$ cat config.mk
export PLATFORM = sky130hd
export DESIGN_NAME = sart_slot_ram
export DESIGN_NICKNAME = d
export VERILOG_FILES = /design/src/sart_pkg.sv /design/src/sart_slot_ram.sv
export SDC_FILE = /design/constraint.sdc
export NUM_CORES = 2
export LEC_CHECK = 0
export ABC_AREA = 0
export BUFFER_PORTS_ARGS = -buffer_cell sky130_fd_sc_hd__buf_2
export CAP_MARGIN = 40
export CORE_UTILIZATION = 45
export CTS_CLUSTER_SIZE = 10
export DETAILED_ROUTE_END_ITERATION = 6
export HOLD_SLACK_MARGIN = 0.05
export PLACE_DENSITY_LB_ADDON = 0.05
export SLEW_MARGIN = 10
export SYNTH_ARGS = -nofsm -noshare
export SYNTH_HDL_FRONTEND = slang
export SYNTH_MEMORY_MAX_BITS = 65536
export SYNTH_SLANG_ARGS = --single-unit
$ cat constraint.sdc
create_clock -name clk -period 8 [get_ports clk]
set_input_delay 1.2 -clock clk [delete_from_list [all_inputs] [get_ports clk]]
set_output_delay 1.2 -clock clk [all_outputs]
set_load 0.02 [all_outputs]
$ cat src/sart_pkg.sv
// Shared types and constants for the sorted address range table.
// No dependencies.
`timescale 1ns / 1ps

package sart_pkg;

  localparam logic [1:0] CMD_INSERT = 2'd0;
  localparam logic [1:0] CMD_REMOVE = 2'd1;
  localparam logic [1:0] CMD_LOOKUP = 2'd2;
  localparam logic [1:0] CMD_CLEAR  = 2'd3;

  localparam logic [2:0] ST_DONE     = 3'd0;
  localparam logic [2:0] ST_WRITABLE = 3'd1;
  localparam logic [2:0] ST_NOTFOUND = 3'd2;
  localparam logic [2:0] ST_DUP      = 3'd3;
  localparam logic [2:0] ST_FULL     = 3'd4;
  localparam logic [2:0] ST_ZERO     = 3'd5;

  localparam logic [1:0] REG_EXTRA = 2'd0;
  localparam logic [1:0] REG_PAGE  = 2'd1;
  localparam logic [1:0] REG_DEFAULT = 2'd2;

  localparam int PTR_SHIFT = 3;

  typedef enum logic [3:0] {
    S_IDLE, S_DIV, S_SCAN, S_SCAN_WAIT, S_SHIFT_RD, S_SHIFT_WR, S_PUT,
    S_RM_SCAN, S_RM_WAIT, S_RM_RD, S_RM_WR, S_LK_RD, S_LK_WAIT, S_CLR_RD,
    S_CLR_WR, S_OUT
  } state_t;

  typedef struct packed {
    logic        we;
    logic [63:0] start;
    logic [63:0] stop;
    logic [31:0] owner;
    logic        writable;
    logic        fresh;
  } slot_wr_t;

endpackage

$ cat src/sart_slot_ram.sv
// Slot memory: one write port, one registered read port.
// Depends on sart_pkg.
`timescale 1ns / 1ps

module sart_slot_ram #(
  parameter int DEPTH = 32,
  parameter int OWNER_BITS = 16
) (
  input  logic                     clk,
  input  logic [$clog2(DEPTH)-1:0] wr_addr,
  input  sart_pkg::slot_wr_t       wr,
  input  logic [$clog2(DEPTH)-1:0] rd_addr,
  output sart_pkg::slot_wr_t       rd
);
  localparam int W = 64 + 64 + OWNER_BITS + 2;
  logic [W-1:0] mem [DEPTH];
  logic [W-1:0] q;

  always_ff @(posedge clk) begin
    if (wr.we) begin
      mem[wr_addr] <= {wr.start, wr.stop, wr.owner[OWNER_BITS-1:0], wr.writable, wr.fresh};
    end
    q <= mem[rd_addr];
  end

  always_comb begin
    rd.we       = 1'b0;
    rd.start    = q[W-1 -: 64];
    rd.stop     = q[W-65 -: 64];
    rd.owner    = 32'(q[OWNER_BITS+1:2]);
    rd.writable = q[1];
    rd.fresh    = q[0];
  end
endmodule

==> run metrics <==
TritonCTS clock tree=done; Worst-path clk slew=0.05 ns; first-pass GRT wire length=around 680000 um; Die ar.=between 300000 and 400000 sq um; footprint of the multi-input gates=32800 sq um; Crit Path Max Fanout=25; Post-Syn Area=about 180000 sq um; crit-path max cell delay=0.63 ns; insertion delay to the later sink of the worst-skew pair=roughly 1.0 ns; hold bufs inserted after CTS=0; Slowest-stage cell, CP=nor2_4; Worst slew margin=0.286; vias in the first global route=86900; PostCTS Resize Cnt=0; num rows=between 200 and 250; post-route ant nets=0; asr flop ratio synth=0; Starting DRT DRC Count=8148; Min-Delay Path Class=primary input to flop; Final Max Tran Viols=0; initial antenna violation count=71; gr ovfl total=0; share of layout cells above drive strength 1=0.286; number of synthesized flops with an enable pin=4672; die height=631 um; final WL=~480000 um; Setup Skew=0.0226 ns; register bit total from synthesis=4818; Gate Count Post-Synth=roughly 7300; CP top delay family=buffers and inverters; final worst slack=4.71 ns; Final min period=3.29 ns; Starting Density=0.453; Max VDD drop=0.210 mV; Max-Cap Viols=0; TritonCTS buffer count=roughly 560; Finished Layout Cells=13700; met1 Track Usage GR=0.345; min-delay src=wr[83]; GR Util met2=0.404; root cell of the clock tree=clkbuf_16; setup violators final=0; placed cells=12700; Pwr Total=53.8 mW; post-CTS setup buffers=0; via/cell ratio=6.09; most used cell along the critical path=buf_4; maximum buffer depth of the clock tree=4; most frequent cells in the layout=edfxtp_1 (4672), mux4_2 (1096), clkbuf_16 (586); RSZ-0062 raised after global routing=no; Post-synth top flop=edfxtp_1; Global Route Usage Sum=0.242; length of the first detailed-routing pass in iterations=5; CP Data Required Time=8.65 ns; Die W=631 um; Leak=63.2 nW; DRC=0; FF+latch area=~140000 sq um; Place WS=3.65 ns; GRT busiest layer=met2; Final nets=8191; H-tree depth=6; clk sink count=a little under 5000; post-synthesis cell type count=33; hold_ws=0.654 ns; Crit Path Category=primary input to flop; CP Launch Type=primary input; cells along the critical path=buf_2, nand3_1, nor2_4, buf_4, buf_4; Core Util, Final=0.517; pin count of the biggest net entering global routing=135; sequential fraction of the synthesis area=0.803; YS warnings=0; pwr/cell area=265 nW/um^2; Core Area=393000 sq um; global placement routability congestion=0.715; DP Wirelength=between 200000 and 250000 um; reg2reg path depth=3; Filler Cell Count=a little over 30000; r2r endpoint=q[10]; commonest non-fill, non-tap cell in the layout=edfxtp_1; RR Startpoint=mem[7][10]; final hold vios=0; Final period util=0.411; Hold Path End=mem[27][67]; Syn Area/Cell=24.3 sq um; CP endpoint kind=flop; Area Growth Syn to Fin=14.1%; GR Util met3=0.0331; Port Buffers=303; register-to-register setup slack=6.46 ns; crit path DAT=3.94 ns; crit path buf inv count=3; f_max=0.304 GHz; slew at the pin closest to its max-slew limit=1.07 ns; IO Count=337; hold depth=1; status=complete, no violations; Via Count=a little over 80000; drt wl/cell=between 30 and 40 um
[how the worst max path moves through the flow]
stage | startpoint | cells after the start | slack, ns | endpoint
after global placement | rd_addr[4] | 6 | 3.39 | q[28]
final | wr[162] | 5 | 4.71 | mem[23][53]
after floorplan | wr_addr[1] | 3 | -0.58 | mem[12][0]
after global routing | wr_addr[1] | 5 | 4.67 | mem[25][114]
after detailed placement | wr[162] | 5 | 3.65 | mem[23][125]
after CTS | q[36] | 1 | 4.72 | rd[52]
[cell usage after synthesis, types with 8 or more instances]
master	n	area share
edfxtp_1	4672	0.79
mux4_2	1096	0.14
o22ai_1	512	0.018
clkbuf_1	160	0.0034
dfxtp_1	146	0.016
mux2i_1	144	0.0081
nor4_2	128	0.0090
buf_2	110	0.0031
a22oi_1	108	0.0045
buf_6	56	0.0035
buf_4	47	0.0020
nand3_1	39	0.0011
nor2_1	35	0.00074
buf_8	31	0.0026
nand4_1	18	0.00063
buf_1	8	0.00017
[cell type report]
class                           count  share of cell area
Antenna cell                       24            0.000295
Clock buffer                      928              0.0789
Clock inverter                     34             0.00162
Multi-Input combinational cell   2124               0.161
Sequential cell                  4818               0.704
Tap cell                         5220              0.0321
Timing Repair Buffer              512              0.0218
[metrics by stage]
| stage | instance area, sq um | TNS, ns |
|---|---|---|
| 2_1_floorplan | 178000 | -1693.05 |
| 3_3_place_gp | 186000 | 0 |
| 3_5_place_dp | 187000 | 0 |
| 4_1_cts | 203000 | 0 |
| 5_1_grt | 203000 | 0 |
| 6_report | 203000 | 0 |
[flip-flops by register name (all words and copies together), names as in the netlist]
signal / cells
mem: 4672
q: 146
[cell families (layout without fill, tap and decap cells)]
logic type,Yosys count,in the layout,synth area share
AOI/OAI and AO/OA,620,620,0.0225
and+or+nand+nor,247,247,0.0125
muxes,1240,1240,0.147
other,1,41,0.0000210
DFF,4818,4818,0.803
buffers and inverters,416,1474,0.0151
[worst reg2reg max path, delay by kind of cell (launching register included)]
kind	cells	cell delay, ns
mux	1	0.48
flops	1	0.36
simple gates	1	0.27
compound gates	1	0.23
[metal layers]
layer	share of wire	wire (um)
met3	0.052	25000
met2	0.50	241000
met5	0.00025	123
met1	0.43	209000
met4	0.019	9260
[where the power goes]
part / internal [mW] / switching [mW]
Clock: 13.6 / 9.60
Sequential: 28.1 / 0.178
Combinational: 0.883 / 1.48
No activity file was read; power rests on OpenSTA's default activity.
