## config.mk

```make
export PLATFORM = sky130hd
export DESIGN_NAME = sart_divider
export DESIGN_NICKNAME = d
export VERILOG_FILES = /design/src/sart_divider.sv
export SDC_FILE = /design/constraint.sdc
export NUM_CORES = 1
export LEC_CHECK = 0
export BUFFER_PORTS_ARGS = -buffer_cell sky130_fd_sc_hd__buf_2
export CORE_UTILIZATION = 56
export DETAILED_ROUTE_END_ITERATION = 16
export PLACE_DENSITY_LB_ADDON = 0.2
export SLEW_MARGIN = 20
export SYNTH_ARGS = -nofsm -noshare
export SYNTH_HDL_FRONTEND = slang
export SYNTH_SLANG_ARGS = --single-unit
```

## constraint.sdc

```tcl
create_clock -name clk -period 6.3 [get_ports clk]
set_input_delay 0.315 -clock clk [delete_from_list [all_inputs] [get_ports clk]]
set_output_delay 0.315 -clock clk [all_outputs]
set_load 0.05 [all_outputs]
```

## src/sart_divider.sv

```systemverilog
// Restoring divider, one quotient bit per cycle: 32-bit dividend by 8-bit divisor.
// Uses no package.
`timescale 1ns / 1ps

module sart_divider (
  input  logic        clk,
  input  logic        rst,
  input  logic        start,
  input  logic [31:0] dividend,
  input  logic [7:0]  divisor,
  output logic        busy,
  output logic [31:0] quotient
);
  logic [8:0]  rem;
  logic [7:0]  dvs;
  logic [5:0]  cnt;
  logic [9:0]  trial;

  assign trial = {rem, quotient[31]} - {2'b0, dvs};

  always_ff @(posedge clk) begin
    if (rst) begin
      busy <= 1'b0;
      cnt  <= '0;
    end else if (start) begin
      busy     <= 1'b1;
      cnt      <= 6'd32;
      quotient <= dividend;
      rem      <= '0;
      dvs      <= divisor;
    end else if (busy) begin
      if (!trial[9]) begin
        rem <= trial[8:0];
      end else begin
        rem <= {rem[7:0], quotient[31]};
      end
      quotient <= {quotient[30:0], !trial[9]};
      cnt      <= cnt - 6'd1;
      if (cnt == 6'd1) begin
        busy <= 1'b0;
      end
    end
  end
endmodule

```

==> reports/summary.txt, run 1 <==
Vias: 1877
register bit count reported by yosys: 56
routed vias/inst: 5.23
Fill cells: 372
skew final: 12.2 ps
headroom to the max-slew limit: 36.7%
biggest cell delay along the critical path: 440 ps
Syn Nets: 269
TritonCTS Buffers: 5
CTS resizes: 0
Routed Antenna Nets: 0
largest net degree at the start of global routing: 48
Seq pwr share: 53.2%
Crit. End Element: register
count of cell types in the netlist: 41
kind of cell adding the most delay to the critical path: simple AND/OR/NAND/NOR gates
Least-Margin Pin Slew: 950 ps
vias in the first global route: 1872
number of synthesized flops with an enable pin: 49
Clock Latency Late Sink: 300 ps
Initial Utilization: 58.7%
Max Freq: 435 MHz
Net Sw Power: 0.255 mW
CORE AREA: 4750 µm²
Initial DRC Count: 142
Primary FF master, synth: edfxtp_1
Total Neg Setup Slack: 0 ps
M1 WL: 2.21 mm
status: finished clean
CP max FO: 3
Sequential Area: 1610 µm²
critical path data required time: 6460 ps
area of the multi-input gates: 1100 µm²
CTS tree: done
commonest non-fill, non-tap cell in the layout: buf_2
synthesized instance count: 215
Setup CP Type: register to register
setup slack after layout: 4000 ps
Layout area overhead: 19.5%
RSZ-0062 raised after global routing: no
number of hold buffers added after cts: 0
initial antenna violation count: 0
routability-driven placement congestion ratio: 0.821
fin crit period: 2300 ps
CP Launch Type: register
CTS Sinks: 56
CP cell instances: inv_1, ha_1, fa_1, nand2b_1, a21boi_0, nor3_1, or3b_2, mux2i_1
sequential cell area fraction in the yosys report: 57.7%
post-DR wirelength/cell: 13.7 µm
HPWL after DPL: 3.61 mm
HP Class: input pin to register
Avg Cell Area, Syn: 13.0 µm²
power share of the combinational group: 24.5%
Remaining DRCs: 0
# IOs: 76
metal2 WL: 2.46 mm
commonest cells after routing, fill and taps aside: buf_2 (75), edfxtp_1 (49), mux2_2 (31)
die area: 5270 µm²
clock root buffer: clkbuf_8
Lkg Pwr: 1.37 nW
share of cells above drive strength 1: 41.4%
die height: 72.6 µm
Final #Nets: 345
Power, Total: 0.855 mW
post-synthesis instance area: 2790 µm²
Final Hold Fails: 0
CP max-delay cell: or3b_2
port bufs: 75
grt total ovfl: 0
DR pass1 iterations: 4
Horiz. Die Dim: 72.6 µm
CP Buf/Inv Count: 1
Final Slew Violations: 0
Critical Path AT: 2460 ps
post-synthesis async set-or-reset flop share: 0%
wire length on met3: 183 µm
period utilization: 36.5%
pre-CTS setup slack: 3780 ps
num rows: 25
top layer in use: met4
first-pass GRT wire length: 8.11 mm
Power Internal: 0.600 mW
Yosys warning count: 0
maximum VDD drop: 0.163 mV
clock group share of total power: 22.3%
n_diodes: 0
Worst-path clk slew: 100 ps
net switching fraction of the power: 29.8%
Power Density: 256 nW/µm²
final setup vio count: 0
drt total wl: 4.91 mm
Post-CTS Setup Bufs: 0
CTS max path bufs: 2
max-cap viol count: 0
H-Tree Depth: 2
Total GRT Usage: 20.2%
cell type report:
type | instances | area share, %
Clock buffer | 6 | 2.18
Clock inverter | 2 | 0.413
Inverter | 16 | 1.80
Multi-Input combinational cell | 136 | 32.9
Sequential cell | 56 | 48.3
Tap cell | 67 | 2.51
Timing Repair Buffer | 76 | 11.9
worst paths after layout:
path | start | to | slack (ps) | cells past startpoint
hold reg to reg | cnt[1] | cnt[1] | 530 | 2
hold / removal | divisor[6] | dvs[6] | 190 | 1
setup / recovery | quotient[31] | rem[4] | 4000 | 8
setup reg to reg | quotient[31] | rem[4] | 4000 | 8
cells in the mapped netlist (2+ instances only):
cell type,count,area (µm²)
or3_1,2,12.5
mux2_1,2,22.5
o211a_1,2,20.0
edfxtp_1,49,1470
xor2_1,2,17.5
clkbuf_1,5,18.8
nor3_1,10,50.1
inv_1,16,60.1
o21ai_0,7,35.0
a2111oi_0,2,17.5
buf_2,2,10.0
a21oi_1,9,45.0
dfxtp_1,7,140
nor2_1,13,48.8
nand2b_1,2,12.5
mux2i_1,5,50.1
xnor2_1,4,35.0
mux2_2,31,349
ha_1,10,125
nor2b_1,2,12.5
nand3_1,2,10.0
nand2_1,12,45.0
registers in the layout, indices dropped and copies added, names as in the netlist:
name      cells
busy          1
cnt           6
dvs           8
quotient     32
rem           9
worst reg2reg max path, delay by kind of cell, from the launching register on:
| kind | cells | cell delay, ps |
|---|---|---|
| muxes | 1 | 140 |
| DFF | 1 | 370 |
| adders and majority gates | 2 | 610 |
| buffers and inverters | 1 | 60 |
| and+or+nand+nor | 3 | 730 |
| AOI/OAI and AO/OA | 1 | 260 |
through the flow:
step	utilization (%)	area (µm²)	instances	hold WS [ps]
after floorplan	-	2790	215	414
after detailed placement	67.9	3230	350	494
final	70.2	3340	359	190
after CTS	69.7	3320	358	181
after global placement	67.9	3230	350	492
after global routing	70.2	3340	359	173
per-layer routing:
layer	vias up	track usage [%]
met3	8	4.70
met2	46	34.6
met4	0	7.63
met1	866	24.9
li1	957	-
met5	-	0
power groups by stage:
stage	logic [mW]	clock network, mW	registers (mW)
after floorplan	0.112	0	0.511
after global placement	0.204	0	0.464
after detailed placement	0.208	0	0.464
after CTS	0.209	0.195	0.456
after global routing	0.229	0.208	0.458
final	0.209	0.191	0.455
cell families (layout without fill, tap and decap cells):
kind of cell	count (synthesis)	in the layout	synth area share (%)
adder cells (fa/ha/maj)	11	11	5.20
buffers and inverters	23	100	3.18
multiplexers	38	38	15.1
flip-flops	56	56	57.7
XOR/XNOR	6	6	1.88
AND/OR/NAND/NOR	49	49	8.52
AO/OA/AOI/OAI	32	32	8.38
Note: power is estimated with default switching activity, not from simulation.
==> run 2: changes to the inputs <==
--- a/config.mk
+++ b/config.mk
@@ -6,7 +6,7 @@
 export NUM_CORES = 1
 export LEC_CHECK = 0
 export BUFFER_PORTS_ARGS = -buffer_cell sky130_fd_sc_hd__buf_2
-export CORE_UTILIZATION = 56
+export CORE_UTILIZATION = 52
 export DETAILED_ROUTE_END_ITERATION = 16
 export PLACE_DENSITY_LB_ADDON = 0.2
 export SLEW_MARGIN = 20
==> constraint.sdc (replaced) <==
create_clock -name clk -period 2.2 [get_ports clk]
set_input_delay 0.11 -clock clk [delete_from_list [all_inputs] [get_ports clk]]
set_output_delay 0.11 -clock clk [all_outputs]
set_load 0.05 [all_outputs]
==> reports/summary.txt, run 2 (synthesized netlist as in run 1, its figures left out) <==
vias in the first global route: 1992 (+6.4%)
routability-driven placement congestion ratio: 0.817 (-0.41%)
post-DR wirelength/cell: 14.6 µm (+6.4%)
first-pass GRT wire length: 8.82 mm (+8.7%)
initial antenna violation count: 0 (unchanged)
share of cells above drive strength 1: 47.1% (+5.7 points)
routed vias/inst: 5.29 (+1.1%)
Horiz. Die Dim: 75.3 µm (+3.7%)
biggest registers after layout: quotient: 32 flops, rem: 9 flops, dvs: 8 flops
num rows: 26 (+4.0%)
net switching fraction of the power: 30.6% (+0.77 points)
Final #Nets: 365 (+5.8%)
reg2reg setup slack: 80 ps (-3920 ps)
final setup vio count: 0 (unchanged)
Seq pwr share: 50.5% (-2.7 points)
DR pass1 iterations: 4 (unchanged)
power share of the combinational group: 27.6% (+3.1 points)
status: finished clean
hold depth: 2 (+1)
skew final: 7.93 ps (-4.24 ps)
Clock Latency Late Sink: 310 ps (about the same)
# IOs: 76 (unchanged)
clock root buffer: clkbuf_8
fin crit period: 2120 ps (-179 ps)
commonest non-fill, non-tap cell in the layout: buf_2
Initial Utilization: 54.3% (-4.4 points)
port bufs: 75 (unchanged)
commonest cells after routing, fill and taps aside: buf_2 (75), edfxtp_1 (49), mux2_2 (31)
depth of the most critical reg-to-reg path: 6 (-2)
Least-Margin Pin Slew: 519 ps (-431 ps)
Most flops, register: quotient
drt total wl: 5.56 mm (+13%)
r2r startpoint: rem[0]
largest net degree at the start of global routing: 36 (-25%)
CP cell instances: ha_1, nor2b_4, o31ai_4, a31o_4, o211a_1, mux2_4
grt total ovfl: 0 (unchanged)
Total GRT Usage: 21.1% (+0.98 points)
Remaining DRCs: 0 (unchanged)
RSZ-0062 raised after global routing: no
CTS max path bufs: 2 (unchanged)
Lkg Pwr: 1.48 nW (+8.0%)
Worst-path clk slew: 100 ps (about the same)
Max Freq: 471 MHz (+8.5%)
Critical Path AT: 2190 ps (-270 ps)
critical path data required time: 2270 ps (-4190 ps)
die area: 5660 µm² (+7.5%)
CTS tree: done
die height: 75.3 µm (+3.7%)
HPWL after DPL: 3.92 mm (+8.5%)
maximum VDD drop: 0.506 mV (+210%)
Total Neg Setup Slack: 0 ps (unchanged)
clock group share of total power: 21.9% (-0.4 points)
headroom to the max-slew limit: 64.9% (+28 points)
CP max-delay cell: edfxtp_1
period utilization: 96.5% (+60 points)
Worst Hold End: cnt[5]
CP max FO: 6 (+3)
H-Tree Depth: 2 (unchanged)
TritonCTS Buffers: 5 (unchanged)
n_diodes: 0 (unchanged)
Final Hold Fails: 0 (unchanged)
Fill cells: 381 (+2.4%)
final instance area: 3610 µm² (+8.2%)
Layout area overhead: 29.3%
kind of cell adding the most delay to the critical path: compound AO/OA/AOI/OAI gates
CTS Sinks: 56 (unchanged)
Power Internal: 1.80 mW (+200%)
max-cap viol count: 0 (unchanged)
Largest register FFs: 32 (unchanged)
hold path start: rst
Power Density: 717 nW/µm² (+180%)
Vias: 2020 (+7.6%)
Routed Antenna Nets: 0 (unchanged)
Initial DRC Count: 123 (-13%)
Setup CP Type: register to register
dpl cell area: 3380 µm² (+4.7%)
Net Sw Power: 0.792 mW (+210%)
biggest cell delay along the critical path: 400 ps (-40 ps)
Crit. End Element: register
CP Buf/Inv Count: 0 (-1)
Final Slew Violations: 0 (unchanged)
CORE AREA: 5140 µm² (+8.1%)
Reg-to-Reg End: rem[1]
HP Class: input pin to register
CP Launch Type: register
## run 2: changes by cell type in the layout (fill, tap and decap cells not counted), sizes merged
cell	before	now
buf	76	88
dlygate4sd3	0	8
## run 2: final cells by class
type / instances / area, µm² / area share [%]
clock buffer: 6 / 72.6 / 2.01
clock inverter: 2 / 13.8 / 0.381
inverter: 16 / 60.1 / 1.66
multi-input combinational: 136 / 1200 / 33.2
sequential: 56 / 1610 / 44.7
tap: 70 / 87.6 / 2.43
timing repair buffer: 96 / 566 / 15.7
## run 2: how the worst max path moves through the flow
stage	start	slack [ps]	endpoint	depth (start not counted)
2_1_floorplan	quotient[31]	-60	rem[8]	8
3_3_place_gp	rem[0]	90	rem[0]	6
3_5_place_dp	rem[0]	30	rem[0]	6
4_1_cts	rem[0]	8	rem[1]	6
5_1_grt	rem[0]	4	rem[1]	6
6_report	rem[0]	80	rem[1]	6
## run 2: repair_timing
action | 4_1_cts | 5_1_grt
hold endpoints to repair | 8 | 0
hold buffers | 8 | 0
setup buffers | 0 | 2
endpoints found under the setup margin | 0 | 3
gates resized for setup | 0 | 6
## run 2: metrics by stage
| step | std cells | hold WS [ps] | setup slack (ps) | util, % | total power [mW] |
|---|---|---|---|---|---|
| floorplan | 215 | 209 | -63.2 | - | 1.81 |
| global placement | 364 | 287 | 88.4 | 65.8 | 1.98 |
| detailed placement | 364 | 288 | 31.5 | 65.8 | 2.00 |
| CTS | 380 | 72.7 | 8.21 | 69.0 | 2.57 |
| global route | 382 | 75.9 | 4.21 | 70.2 | 2.70 |
| finish | 382 | 79.1 | 78.1 | 70.2 | 2.59 |
## run 2: power groups by stage
stage,Sequential (mW),Clock (mW),Combinational (mW)
CTS,1.30,0.585,0.685
finish,1.31,0.567,0.713
global placement,1.32,0,0.659
detailed placement,1.33,0,0.671
floorplan,1.46,0,0.352
global route,1.32,0.614,0.772
## run 2: per-layer routing
metal	GRT usage, %	part of all wire, %
met3	5.09	4.6
met5	0	0
met4	8.44	1.9
met2	34.8	49
met1	27.1	44
==> run 3: changes to the inputs <==
--- a/config.mk
+++ b/config.mk
@@ -9,6 +9,7 @@
 export CORE_UTILIZATION = 52
 export DETAILED_ROUTE_END_ITERATION = 16
 export PLACE_DENSITY_LB_ADDON = 0.2
+export RECOVER_POWER = 50
 export SLEW_MARGIN = 20
 export SYNTH_ARGS = -nofsm -noshare
 export SYNTH_HDL_FRONTEND = slang
==> reports/summary.txt, run 3 (synthesized netlist as in run 1, its figures left out) <==
Final #Nets: 365 (unchanged)
Routed Antenna Nets: 0 (unchanged)
share of cells above drive strength 1: 35.9% (-11 points)
DR pass1 iterations: 4 (unchanged)
Power, Total: 2.58 mW (-0.43%)
commonest non-fill, non-tap cell in the layout: edfxtp_1
headroom to the max-slew limit: 41.5% (-23 points)
RSZ-0062 raised after global routing: no
Fin Hold WS: 80.8 ps (+1.70 ps)
CTS max path bufs: 2 (unchanged)
critical path data required time: 2270 ps (about the same)
final setup vio count: 0 (unchanged)
met2 GRT Util: 34.8% (unchanged)
Most flops, register: quotient
max-cap viol count: 0 (unchanged)
Top Usage Layer GRT: met2
CP max FO: 6 (unchanged)
Final Hold Fails: 0 (unchanged)
Critical Path AT: 2190 ps (about the same)
initial antenna violation count: 0 (unchanged)
CORE AREA: 5140 µm² (unchanged)
clock root buffer: clkbuf_8
power share of the combinational group: 27.2% (-0.4 points)
maximum VDD drop: 0.505 mV (-0.20%)
Vias: 2028 (+0.40%)
period utilization: 96.4% (about the same)
Horiz. Die Dim: 75.3 µm (unchanged)
n_diodes: 0 (unchanged)
Clock Latency Late Sink: 310 ps (about the same)
port bufs: 75 (unchanged)
Least-Margin Pin Slew: 878 ps (+359 ps)
Power Internal: 1.78 mW (-0.68%)
num rows: 26 (unchanged)
Setup CP Type: register to register
Worst-path clk slew: 100 ps (about the same)
status: finished clean
Total GRT Usage: 21.1% (unchanged)
Final Slew Violations: 0 (unchanged)
grt total ovfl: 0 (unchanged)
post-DR wirelength/cell: 14.6 µm (unchanged)
GR Layer Usage met1: 27.1% (unchanged)
clock group share of total power: 22.0% (about the same)
vias in the first global route: 1992 (unchanged)
CTS tree: done
Initial Utilization: 54.3% (unchanged)
fin util: 69.3% (-0.95 points)
routability-driven placement congestion ratio: 0.817 (unchanged)
CTS Sinks: 56 (unchanged)
Max Freq: 472 MHz (about the same)
CP Launch Type: register
Initial DRC Count: 122 (-0.81%)
Remaining DRCs: 0 (unchanged)
HP Class: input pin to register
skew final: 7.36 ps (-0.571 ps)
Layout Cells excl Fill: 382 (unchanged)
largest net degree at the start of global routing: 36 (unchanged)
Lkg Pwr: 1.38 nW (-6.7%)
first-pass GRT wire length: 8.82 mm (unchanged)
# IOs: 76 (unchanged)
Power Density: 724 nW/µm² (+0.93%)
Seq pwr share: 50.8% (+0.3 points)
reg2reg setup slack: 80 ps (about the same)
Net Sw Power: 0.793 mW (+0.13%)
biggest registers after layout: quotient: 32 flops, rem: 9 flops, dvs: 8 flops
die area: 5660 µm² (unchanged)
M3 GR Usage: 5.09% (unchanged)
routed vias/inst: 5.31 (+0.40%)
Total Neg Setup Slack: 0 ps (unchanged)
Layout area overhead: 27.5%
drt total wl: 5.56 mm (unchanged)
net switching fraction of the power: 30.8% (+0.17 points)
Crit. End Element: register
Largest register FFs: 32 (unchanged)
Fill cells: 401 (+5.2%)
commonest cells after routing, fill and taps aside: edfxtp_1 (49), buf_2 (41), clkbuf_1 (36)
H-Tree Depth: 2 (unchanged)
number of cells after detailed placement: 364 (unchanged)
TritonCTS Buffers: 5 (unchanged)
die height: 75.3 µm (unchanged)
HPWL after DPL: 3.92 mm (unchanged)
fin crit period: 2120 ps (-1.37 ps)
## run 3: cell count changes in the layout (fill, tap and decap cells not counted), sizes merged
cell | previous run | this run
buf | 88 | 52
clkbuf | 6 | 42
## run 3: layout make-up
| type | count | area, µm² | share of cell area (%) |
|---|---|---|---|
| clock buffers | 6 | 72.6 | 2.04 |
| clock inverters | 2 | 13.8 | 0.387 |
| inverters | 16 | 60.1 | 1.69 |
| multi-input cells | 136 | 1200 | 33.6 |
| flip-flops and latches | 56 | 1610 | 45.3 |
| well taps | 70 | 87.6 | 2.46 |
| repair buffers | 96 | 517 | 14.5 |
## run 3: routing by layer
| metal | part of all wire (%) | wire [µm] | vias to the layer above |
|---|---|---|---|
| met3 | 5.2 | 290 | 11 |
| met5 | 0 | 0 | - |
| li1 | - | - | 990 |
| met4 | 1.9 | 105 | 0 |
| met2 | 49 | 2720 | 59 |
| met1 | 44 | 2450 | 968 |
## run 3: path summary, 6_finish.rpt
| kind | start | to | depth (start not counted) |
|---|---|---|---|
| hold reg to reg | cnt[1] | cnt[1] | 2 |
| hold / removal | rst | cnt[5] | 2 |
| setup reg to reg | rem[0] | rem[1] | 6 |
| setup / recovery | rem[0] | rem[1] | 6 |
## run 3: power groups by stage
stage / Combinational, mW / Sequential, mW / Clock [mW]
finish: 0.701 / 1.31 / 0.567
global route: 0.760 / 1.32 / 0.614
CTS: 0.685 / 1.30 / 0.585
detailed placement: 0.671 / 1.33 / 0
global placement: 0.659 / 1.32 / 0
floorplan: 0.352 / 1.46 / 0
## run 3: timing repair
item                       CTS  global route
buffers inserted             0             2
setup endpoints to repair    0             3
resized for setup            0             6
hold endpoints to repair     8             0
hold buffers                 8             0
## run 3: stage by stage
step	worst slack (ps)	instance area (µm²)
3_3_place_gp	88.4	3380
3_5_place_dp	31.5	3380
2_1_floorplan	-63.2	2850
6_report	79.4	3560
5_1_grt	4.21	3560
4_1_cts	8.21	3550
## run 3: worst max-delay path: stages (launching register included)
cell and delay [ps]:
edfxtp_1 400, ha_1 310, nor2b_4 140, o31ai_4 280
a31o_4 220, o211a_1 220, mux2_4 310
